--- src/rtl/ipt_pkg.sv ---
`timescale 1ns / 1ps
// Package for the prefix trie lookup block: field widths, codes and the command
// type passed from the front end through the queue to the walk engine.
// Depends on nothing.
package ipt_pkg;

   localparam int INDEX_BITS   = 16;
   localparam int IN_REC_BITS  = 24;
   localparam int HALF_BITS    = 64;
   localparam int FULL_BITS    = 128;
   localparam int COUNT_BITS   = 17;
   localparam int OFFSET_BITS  = 24;
   localparam int SEP_LEN      = 16;
   localparam int CSR_ADDR_BITS = 3;
   localparam int CSR_DATA_BITS = 32;

   localparam logic [0:0] REG_NUM_NODES = 1'b0;

   typedef enum logic [1:0] {
      ST_WRITTEN = 2'd0,
      ST_FOUND   = 2'd1,
      ST_MISSING = 2'd2,
      ST_BADPTR  = 2'd3
   } status_type;

   typedef enum logic [0:0] {
      CMD_WRITE  = 1'b0,
      CMD_LOOKUP = 1'b1
   } cmd_kind_type;

   typedef enum logic [0:0] {
      ENG_IDLE = 1'b0,
      ENG_WALK = 1'b1
   } eng_state_type;

   typedef struct packed {
      cmd_kind_type           kind;
      logic                   in_range;
      logic [INDEX_BITS-1:0]  node_index;
      logic [IN_REC_BITS-1:0] left_record;
      logic [IN_REC_BITS-1:0] right_record;
      logic [FULL_BITS-1:0]   address;
   } cmd_type;

endpackage

--- src/rtl/ipt_csr.sv ---
`timescale 1ns / 1ps
// APB register block holding the node count of the trie.
// Depends on ipt_pkg.
module ipt_csr (
   input  logic                                clock,
   input  logic                                reset,
   input  logic                                psel,
   input  logic                                penable,
   input  logic                                pwrite,
   input  logic [ipt_pkg::CSR_ADDR_BITS-1:0]   paddr,
   input  logic [ipt_pkg::CSR_DATA_BITS-1:0]   pwdata,
   output logic [ipt_pkg::CSR_DATA_BITS-1:0]   prdata,
   output logic                                pready,
   output logic [ipt_pkg::COUNT_BITS-1:0]      num_nodes
);

   logic [ipt_pkg::COUNT_BITS-1:0] num_nodes_ff;
   logic [ipt_pkg::COUNT_BITS-1:0] num_nodes_in;
   logic                           reg_hit;

   assign reg_hit = (paddr[2] == ipt_pkg::REG_NUM_NODES);

   always_comb begin
      num_nodes_in = num_nodes_ff;
      if (psel && penable && pwrite && reg_hit) begin
         num_nodes_in = pwdata[ipt_pkg::COUNT_BITS-1:0];
      end
   end

   always_ff @(posedge clock) begin
      if (reset) begin
         num_nodes_ff <= '0;
      end else begin
         num_nodes_ff <= num_nodes_in;
      end
   end

   always_comb begin
      prdata = '0;
      if (reg_hit) begin
         prdata = ipt_pkg::CSR_DATA_BITS'(num_nodes_ff);
      end
   end

   assign pready    = 1'b1;
   assign num_nodes = num_nodes_ff;

endmodule

--- config.mk ---
export PLATFORM = sky130hd
export DESIGN_NAME = ipt_csr
export DESIGN_NICKNAME = d
export VERILOG_FILES = /design/src/rtl/ipt_pkg.sv /design/src/rtl/ipt_csr.sv
export SDC_FILE = /design/constraint.sdc
export NUM_CORES = 1
export LEC_CHECK = 0
export BUFFER_PORTS_ARGS = -buffer_cell sky130_fd_sc_hd__buf_2
export CAP_MARGIN = 20
export CORE_ASPECT_RATIO = 1.5
export CORE_UTILIZATION = 37
export DETAILED_ROUTE_END_ITERATION = 6
export GPL_TIMING_DRIVEN = 0
export MAX_ROUTING_LAYER = met4
export PLACE_DENSITY = 0.79
export SETUP_SLACK_MARGIN = 0.5
export SYNTH_ARGS = -nofsm -noshare
export SYNTH_HDL_FRONTEND = slang
export SYNTH_SLANG_ARGS = --single-unit
--- constraint.sdc ---
create_clock -name clock -period 1 [get_ports clock]
set_input_delay 0 -clock clock [delete_from_list [all_inputs] [get_ports clock]]
set_output_delay 0 -clock clock [all_outputs]
set_load 0.05 [all_outputs]
-- Word-level counts from Yosys, hierarchy flattened
Index checks and enable logic that the tools add are counted.
- bitwise gates (word level): 1
- mux-type cells: 1
- reductions and logical operators: 3
- operators with widths (operator ; count):
    17-bit 2-to-1 mux ; 1
    1-bit logical AND ; 3
    1-bit inverter ; 1
- word-level logic and storage cells: 6
- register bits after elaboration: 17
- input port bits: 40
- output and inout port bits: 50

-- Longest topological paths before layout
- word-level depth: 3
- depth in mapped cells: 4
- mapped depth without buffers: 2

-- Worst setup path after synthesis
Ideal clock, no wire load.
- path type: register -> output
- from: register num_nodes_ff (netlist bit num_nodes[10])
- to: output prdata[10] (netlist bit)
- buffers on the path: 0
- stages on the path, launching flop included: 2
- data arrival time: 1.410 ns
- data required time: 1.000 ns
- slack: -0.410 ns
- path through: dfxtp_1 -> nor2b_1
- longest elaborated chain between the ends: 1
- RTL lines (what ; RTL line ; RTL):
    from (decl) ; ipt_csr.sv:17 ; logic [ipt_pkg::COUNT_BITS-1:0] num_nodes_ff;
    from (signal assigned) ; ipt_csr.sv:34 ; num_nodes_ff <= num_nodes_in;
    17-bit 2-to-1 mux ; ipt_csr.sv:40 ; if (reg_hit) begin
    to (decl) ; ipt_csr.sv:12 ; output logic [ipt_pkg::CSR_DATA_BITS-1:0] prdata,
Every way passes these cells.

-- Worst setup path after layout
Ends and elaborated chain as after synthesis.

==> reports/qor.txt <==
Status - finished, violations left
Failing checks - hold timing
Pre-CTS WS - -34.72 ps
Antenna violations before repair - 0
Area growth from synthesis to layout - 107.2%
Net Sw Power - 597.4 uW
Skew final - 0 ps
Total congestion overflow - 0
CTS tree - done
Setup WS post-layout - 61.42 ps
Largest net degree at the start of global routing - 11
Vias in the first global route - 1,016
Part of the cycle the worst path needs - 0.9386
Ys Warns - 0
Placer congestion estimate - 0.7238
Synth Register Bits - 17
Avg Vias per Cell - 4.498
Final setup violation count - 0
Req. time, crit path - 1000 ps
CTS Buffer Depth - 2
Clk sinks - 17
Starting DRC count in detailed routing - 28
Max Freq - 1065 MHz
Boundary Pins - 90
P per Cell Area - 830.2 nW/um2
Post-synthesis xor/xnor area fraction - 0
Initial core utilization - 0.3894
Num CTS Buffers - 3
FP Rows - 23
Comb pwr share - 0.330
Remaining antenna violation count - 0
Post-layout min period - 938.6 ps
Startpoint types - register
First-pass GRT wire length - 4.850 mm
Netlist cell types - 11
Max reg flops - 17
DR vias - 1,066
Clk slew on worst S/H paths - 70 ps
Wirelength per Cell - 16.58 um
Final WL - 3.929 mm
Post-Syn Area per Cell - 9.373 um2
Post-synthesis mux area share - 0.1650
Synth Cell Area - 1031 um2
Synth Instances - 110
Min-Delay Path Depth - 3
IO buf count - 56
CTS H-tree depth - 1
Detailed placer's ending HPWL - 1.962 mm
Hold crit path type - in -> reg
Setup TNS - 0 ps
Placed insts - 217
Reg power frac - 0.380
Clock Latency Late Sink - 250 ps
Sw Ratio - 0.3369
DRC - 0
RSZ-0062 raised after global routing - true
Total GRT Usage - 0.2312
Clock power share - 0.291
Critical Path Sink Type - primary output
Clk root buf - clkbuf_8
Arrival @ worst endpoint - 940 ps
CP Max Fanout - 3
Post-Synth Adder-Cell Area - 0
Largest family of logic cells by synthesized area - simple AND/OR/NAND/NOR gates
Sequential share of the synthesized area - 0.3301
Share of cells above drive strength 1 - 0.6600
DIE HEIGHT - 66.65 um
Die X - 45.10 um
Internal - 1176 uW
Non-Filler Instances - 237
Power after layout - 1773 uW
Compound-cell area share of the yosys netlist - 0
P_leak - 0.0009446 uW
Die area - 3006 um2
Max-Cap Viols - 0
Final hold vios - 2
Placed Area - 1559 um2
Post-Synth Simple-Gate Area - 0.3362
DRT Pass-1 Iters - 4
Antenna fix cells - 0
Nets@finish - 241
Core area - 2648 um2
Cells on worst reg2reg path - 4
IR Drop Worst-Case VDD - 0.7742 mV
Final Instance Area - 2136 um2
Crit Path Class - reg -> out
Fin. max-slew vios - 0
Fillers - 154
Hold_ws - -3.494 ps
## cell families (layout without fill, tap and decap cells)
group                  count (synthesis)  after routing
buffers and inverters                 22             98
other                                  2             16
muxes                                 17             17
and+or+nand+nor                       52             52
DFF                                   17             17
## worst max-delay path, cell delays in order, from the launching register on
cell	delay, ps
dfxtp_4	370
nor2b_4	160
buf_6	170
## worst paths after layout
kind                       from           end  slack (ps)
setup / recovery  num_nodes[10]    prdata[10]          60
hold / removal        pwdata[5]  num_nodes[5]          -3
setup reg to reg   num_nodes[3]  num_nodes[3]         160
hold reg to reg    num_nodes[5]  num_nodes[5]         500
## routing by layer
layer  global-route usage  vias up  wire [um]
met2               0.4348       59       2305
met1               0.2162      506       1366
li1                     -      495          -
met4               0.1212        0         58
met3              0.02981        6        198
met5                    -        -          0
## Yosys cell counts (all sizes together)
| cell type | instances | share of area |
|---|---|---|
| mux2i | 17 | 0.17 |
| clkbuf | 4 | 0.015 |
| nand2b | 34 | 0.21 |
| nor2b | 10 | 0.061 |
| dfxtp | 17 | 0.33 |
| buf | 18 | 0.15 |
| conb | 2 | 0.0073 |
| and2b | 7 | 0.059 |
| and4b | 1 | 0.0097 |
## layout by cell type, fill, tap and decap left out
cell      instances
clkbuf_1          3
dfxtp_4          17
buf_8            19
buf_16            1
nor2b_4          10
and4b_1           1
clkbuf_4          1
buf_2            21
and2b_4           7
buf_6            27
buf_12            4
mux2i_1          17
nand2b_4          3
buf_4            18
conb_1           16
clkinv_2          1
clkbuf_8          3
nand2b_1         31
## per-stage QoR
stage               hold slack, ps    util
detailed placement           261.2  0.5888
floorplan                    144.1       -
CTS                         -6.336  0.7519
global route               0.09966  0.8067
finish                      -3.494  0.8067
global placement             253.9  0.5888
## power by group through the flow
stage               logic, uW  clock network [uW]  registers, uW
finish                    585                 515            673
global route              605                 559            674
CTS                       532                 519            668
detailed placement        461                   0            683
global placement          455                   0            682
floorplan                 321                   0            736
## cell type report
type / instances / area (um2) / area share
buffer: 22 / 170.2 / 0.07967
sequential: 17 / 404.1 / 0.1892
tap: 37 / 46.29 / 0.02168
clock inverter: 1 / 5.005 / 0.002343
multi-input combinational: 85 / 683.2 / 0.3199
timing repair buffer: 72 / 785.8 / 0.3679
clock buffer: 3 / 41.29 / 0.01933
## timing repair
item,CTS,global route
cloned,1,0
resized for setup,75,34
endpoints found under the hold margin,1,1
endpoints found under the setup margin,51,51
buffers inserted,13,2
No activity file was read; power rests on OpenSTA's default activity.
